==> config.mk <==
export PLATFORM = sky130hd
export DESIGN_NAME = lap3_out_buf
export DESIGN_NICKNAME = d
export VERILOG_FILES = /design/src/hw/rtl/lap3_pkg.sv /design/src/hw/rtl/lap3_out_buf.sv
export SDC_FILE = /design/constraint.sdc
export NUM_CORES = 1
export LEC_CHECK = 0
export BUFFER_PORTS_ARGS = -buffer_cell sky130_fd_sc_hd__buf_2
export CORE_MARGIN = 2
export CORE_UTILIZATION = 49
export CTS_BUF_LIST = sky130_fd_sc_hd__clkbuf_4 sky130_fd_sc_hd__clkbuf_8 sky130_fd_sc_hd__clkbuf_16
export CTS_CLUSTER_SIZE = 30
export DETAILED_ROUTE_END_ITERATION = 8
export MAX_ROUTING_LAYER = met4
export PLACE_DENSITY = 0.77
export SLEW_MARGIN = 10
export SYNTH_ARGS = -nofsm -noshare
export SYNTH_HDL_FRONTEND = slang
export SYNTH_SLANG_ARGS = --single-unit
==> constraint.sdc <==
create_clock -name i_clk -period 2.7 [get_ports i_clk]
set_clock_uncertainty 0.1 [all_clocks]
set_input_delay 0.135 -clock i_clk [delete_from_list [all_inputs] [get_ports i_clk]]
set_output_delay 0.135 -clock i_clk [all_outputs]
set_load 0.05 [all_outputs]
==> src/hw/rtl/lap3_pkg.sv <==
// Shared types and constants for the 3x3 four-neighbour Laplacian filter.
// No dependencies; used by every module of the block.
package lap3_pkg;

    localparam int LAP3_MAX_WIDTH = 2048;   // default line store depth

    localparam int PIX_W      = 16;         // unsigned Q0.16 gray level
    localparam int LAP_W      = 19;         // signed result
    localparam int SUM_W      = LAP_W + 1;  // headroom for the five-term sum
    localparam int CFG_W_BITS = 12;         // frame_width register
    localparam int CFG_H_BITS = 16;         // frame_height register
    localparam int CFG_DATA_W = 16;         // widest register
    localparam int CFG_ADDR_W = 1;

    localparam logic [CFG_W_BITS-1:0] RESET_FRAME_WIDTH  = 12'd2048;
    localparam logic [CFG_H_BITS-1:0] RESET_FRAME_HEIGHT = 16'd2048;

    typedef enum logic [CFG_ADDR_W-1:0] {
        REG_FRAME_WIDTH  = 1'b0,
        REG_FRAME_HEIGHT = 1'b1
    } t_cfg_reg;

    // prefetched line store taps for the incoming column
    typedef struct packed {
        logic [PIX_W-1:0] ctr;  // centre row, this column
        logic [PIX_W-1:0] up;   // upper row, this column
        logic [PIX_W-1:0] rt;   // centre row, next column
    } t_taps;

    typedef struct packed {
        logic signed [LAP_W-1:0] laplacian;
        logic                    frame_end;
    } t_result;

endpackage

==> src/hw/rtl/lap3_out_buf.sv <==
// Result register with a skid stage; ready toward the core is registered.
// Depends on lap3_pkg.
module lap3_out_buf (
    input  logic              i_clk,
    input  logic              i_rst_n,
    input  logic              i_push,
    input  lap3_pkg::t_result i_res,
    output logic              o_room,
    output logic              o_valid,
    input  logic              i_ready,
    output lap3_pkg::t_result o_res
);

    logic              r_out_v;
    logic              r_skid_v;
    lap3_pkg::t_result r_out;
    lap3_pkg::t_result r_skid;
    logic              n_out_v;
    logic              n_skid_v;
    logic              load_out;

    assign load_out = !r_out_v || i_ready;

    always_comb begin
        n_out_v  = r_out_v;
        n_skid_v = r_skid_v;
        if (load_out) begin
            n_out_v  = r_skid_v || i_push;
            n_skid_v = 1'b0;
        end else if (i_push) begin
            n_skid_v = 1'b1;
        end
    end

    always_ff @(posedge i_clk) begin
        if (!i_rst_n) begin
            r_out_v  <= 1'b0;
            r_skid_v <= 1'b0;
        end else begin
            r_out_v  <= n_out_v;
            r_skid_v <= n_skid_v;
        end
    end

    // push never arrives while the skid is full (o_room low)
    always_ff @(posedge i_clk) begin
        if (load_out) begin
            r_out <= r_skid_v ? r_skid : i_res;
        end else if (i_push) begin
            r_skid <= i_res;
        end
    end

    assign o_room  = !r_skid_v;
    assign o_valid = r_out_v;
    assign o_res   = r_out;

endmodule
=== After elaboration in Yosys (flattened, before gate mapping) ===
Index checks and enable logic that the tools add are counted.

* Bits in registers: 42
* Bits in latches: 0
* Bits in writable memories: 0
* Bits in read-only memories: 0
* Input port bits: 24
* Output and inout port bits: 22
* Memories: 0

* Add/subtract/negate cells: 0
* Multiply operators: 0
* Div/mod/pow operators: 0
* $lt $le $gt $ge: 0
* Eq/ne operators: 0
* Shifts and indexed selects: 0
* Mux-type cells: 1
* Bitwise operators: 2
* Reductions and logical operators: 6

{| class="wikitable"
|+ Operators by type and width
! kind !! number
|-
| two-way mux 20 bit || 1
|-
| logical NOT 1 bit || 2
|-
| logical OR 1 bit || 2
|-
| inverter 1 bit || 2
|-
| AND reduction 2 bit || 1
|-
| OR reduction 2 bit || 1
|}

=== Logic depth before layout (Yosys ltp) ===
* Depth in word-level cells: 4
* Gate-level depth with buffers: 3
* Depth with buffers taken out: 2

=== Least setup slack after synthesis ===
No wires, ideal clock.

* Path type: register to register
* Start: reg r_out_v (netlist: o_valid)
* End: reg r_skid[0] (netlist name) (enable)
* Library setup time: 0.397 ns
* Arrival: 2.214 ns
* Slack: -0.011 ns
* Stages on the path, launching flop included: 3
* Path buffers: 0
* Period minus slack after synthesis: 2.711 ns
* Cells stage by stage: dfxtp_1 > nand2b_1 > nor2_1

* Longest elaborated chain between the ends: 4

{| class="wikitable"
|+ Ends and longest elaborated chain
! element !! line !! source
|-
| start, declared || lap3_out_buf.sv:14 || <nowiki>logic r_out_v;</nowiki>
|-
| start signal, assigned || lap3_out_buf.sv:40 || <nowiki>r_out_v <= n_out_v;</nowiki>
|-
| logical NOT 1 bit || lap3_out_buf.sv:22 || <nowiki>assign load_out = !r_out_v || i_ready;</nowiki>
|-
| logical OR 1 bit || lap3_out_buf.sv:22 ||
|-
| net load_out || lap3_out_buf.sv:20 || <nowiki>logic load_out;</nowiki>
|-
| inverter 1 bit (no source line) || -- ||
|-
| AND reduction 2 bit (no source line) || -- ||
|-
| end signal, assigned || lap3_out_buf.sv:50 || <nowiki>r_skid <= i_res;</nowiki>
|-
| end, declared || lap3_out_buf.sv:17 || <nowiki>lap3_pkg::t_result r_skid;</nowiki>
|}

The timed path passes the listed nets, and every way through them passes these cells.
A chain may end at the register's enable or synchronous reset.

=== Worst setup path in the final report ===
* Start: reg r_skid_v
* End: reg r_out (netlist bit o_res[18]), data pin

* Longest elaborated chain between the ends: 1

{| class="wikitable"
|+ Ends and longest elaborated chain
! element !! line !! source
|-
| start, declared || lap3_out_buf.sv:15 || <nowiki>logic r_skid_v;</nowiki>
|-
| start signal, assigned || lap3_out_buf.sv:41 || <nowiki>r_skid_v <= n_skid_v;</nowiki>
|-
| two-way mux 20 bit || lap3_out_buf.sv:48 || <nowiki>r_out <= r_skid_v ? r_skid : i_res;</nowiki>
|-
| end signal, assigned || lap3_out_buf.sv:48 ||
|-
| end, declared || lap3_out_buf.sv:16 || <nowiki>lap3_pkg::t_result r_out;</nowiki>
|}

Every way passes these cells.

==> flow_summary_export.csv <==
group,metric,value,unit
timing,rsz0062_at_grt,"no",
worst_setup_path,r2r_end,"o_res[18]",
die,fp.dieW,59.9,um
clocking,cts_resized,0,
worst_setup_path,reg2reg_slack,0.98,ns
layout,fillers,198,
route,wl_met3,184,um
placed_design,place_congestion,0.639,
route,dr.pass1.iters,4,
job,maxCapViolations,0,
synthesis,synth_nets,95,
die,ios,46,
layout,final_cells,181,
die,fp.dieH,59.9,um
clocking,hold_buffers,23,
layout,fin_nets,171,
die,rows,20,
timing,maxSlewViolCount,0,
route,drc,0,
clocking,clock_latency,0.34,ns
timing,min_period,1.72,ns
route,drt-vias-per-instance,4.97,
layout,syn_to_final_growth,35.8,%
global_route,grt-ovfl-total,0,
route,vias,900,
clocking,clk_path_buf_depth,2,
worst_setup_path,crit_end,"o_res[18]",
run_status,run_status,"completed",
clocking,path_clk_slew,0.11,ns
die,dieArea,0.00359,sq mm
global_route,grt_usage,0.174,
route,dr_wl_met2,1.33,mm
power_and_ir_drop,powerDensity,592,mW/mm^2
worst_setup_path,crit_start,"r_skid_v",
synthesis,yosysTopAreaCell,"edfxtp_1",
synthesis,yosysSeqAreaShare,0.810,
timing,worstMarginPinSlew,0.632,ns
min_path,hp-class,"in2reg",
worst_setup_path,cp_data_arrival_time,1.72,ns
worst_setup_path,reg2reg_depth,2,
synthesis,netlist_area,0.00153,sq mm
clocking,cts_made_buffers,5,
placed_design,dpl.hpwl,1.73,mm
timing,tns,0,ns
synthesis,synth_area_leaders,"edfxtp_1 78%, mux2_2 15%, dfxtp_1 2.6%",
timing,max_slew_margin,0.578,
worst_setup_path,cp_max_fo,15,
timing,period_share,0.636,
placed_design,io_buffers,45,
route,drt-met1-wl,1.20,mm
clocking,htree_levels,2,
synthesis,ys_ff_latch,42,
timing,hold_violations,0,
clocking,root_buffer,"clkbuf_4",
route,postRouteWirelength,2.73,mm
synthesis,postSynthCellCount,71,
layout,drive_above_1_share,0.514,
route,highest-signal-layer,"met4",
die,core-area,0.00300,sq mm
global_route,grt_max_degree,23,
timing,fmax,0.582,GHz
clocking,cts_tree,"yes",
worst_setup_path,cp.required,2.70,ns
clocking,cts_sinks,42,
power_and_ir_drop,max-vdd-ir-drop,0.454,mV
worst_setup_path,startpoint_type,"flop",
global_route,grt_pass1_wl,4.24,mm
worst_setup_path,reg2reg_from,"r_skid_v",
synthesis,synth.distinct_cells,10,
placed_design,dp_cells,150,
layout,final_area,0.00208,sq mm
layout,antenna_cells,0,
die,start_util,0.510,
power_and_ir_drop,p_leak,0.811,nW
placed_design,place_area,0.00180,sq mm
synthesis,ys_warn_count,0,
synthesis,synth_top_area_share,0.784,
global_route,grt_pass1_vias,939,
worst_setup_path,setup.worst_path.class,"reg2reg",
route,detail_route.iter0.violations,28,
worst_setup_path,cp-end-kind,"flop",
route,wire_per_inst,15.1,um
timing,setup_violations,0,
clocking,postCtsSetupRepairBufs,0,
route,ant_nets,0,
global_route,antenna_found_initial,0,
synthesis,syn_area_per_cell,21.6,sq um
==> synth_stat cells, drive strengths merged <==
cell and n:
mux2 20, inv 2, nor2 2, buf 2
nor3b 1, nand2b 1, edfxtp 40, dfxtp 2
a21boi 1
==> layout by cell type, fill, tap and decap left out <==
cell            n
a21boi_1        1
buf_2          45
buf_4           3
clkbuf_4        5
clkinv_1        3
dfxtp_1         2
dlygate4sd3_1  23
edfxtp_1       40
inv_1           2
mux2_2         20
nand2b_1        1
nor2_2          2
nor3b_2         1
==> cell families after synthesis <==
kind of cell           count (synthesis)  share of synthesized area
flip-flops                            42                      0.810
multiplexers                          20                      0.147
buffers and inverters                  4                     0.0196
AO/OA/AOI/OAI                          1                    0.00490
AND/OR/NAND/NOR                        4                     0.0188
==> worst min path at each step <==
stage / startpoint / to / depth (start not counted)
CTS: i_ready / r_skid[18] / 3
finish: i_ready / r_skid[18] / 3
global route: i_ready / r_skid[18] / 3
detailed placement: i_res[12] / r_skid[12] / 1
global placement: i_res[13] / r_skid[13] / 1
floorplan: i_res[0] / r_skid[0] / 0
==> final cells by class <==
type | count | area (sq um) | share of cell area
sequential | 42 | 1240 | 0.597
timing repair buffer | 71 | 478 | 0.230
multi-input combinational | 25 | 264 | 0.127
tap | 33 | 41.3 | 0.0198
clock buffer | 5 | 37.5 | 0.0180
clock inverter | 3 | 11.3 | 0.00541
inverter | 2 | 7.51 | 0.00361
==> worst max-delay path: stages (launching register included) <==
cell and delay, ns:
dfxtp_1 0.74, buf_4 0.29, mux2_2 0.34
==> layer usage <==
metal,vias up,GRT usage
li1,429,-
met4,0,0.0476
met1,426,0.211
met2,42,0.275
met5,-,-
met3,3,0.0649
==> per-stage QoR <==
step | util | total power [W] | hold slack (ns) | setup slack [ns]
6_report | 0.693 | 0.00123 | 0.195 | 0.983
5_1_grt | 0.693 | 0.00128 | 0.221 | 0.888
4_1_cts | 0.693 | 0.00124 | 0.193 | 0.966
3_5_place_dp | 0.600 | 0.000942 | 0.227 | 0.981
3_3_place_gp | 0.600 | 0.000938 | 0.225 | 1.03
2_1_floorplan | - | 0.000891 | 0.134 | 0.308
==> state kept, by name (all words and copies together), names as in the netlist <==
name      flops
o_res        20
r_skid       20
o_valid       1
r_skid_v      1
==> where the power goes <==
group / switching, W / total (W) / internal, W
Clock: 0.000187 / 0.000279 / 0.0000930
Sequential: 0.00000923 / 0.000758 / 0.000749
Combinational: 0.000126 / 0.000194 / 0.0000683
Total: 0.000322 / 0.00123 / 0.000910
Note: power is estimated with default switching activity, not from simulation.
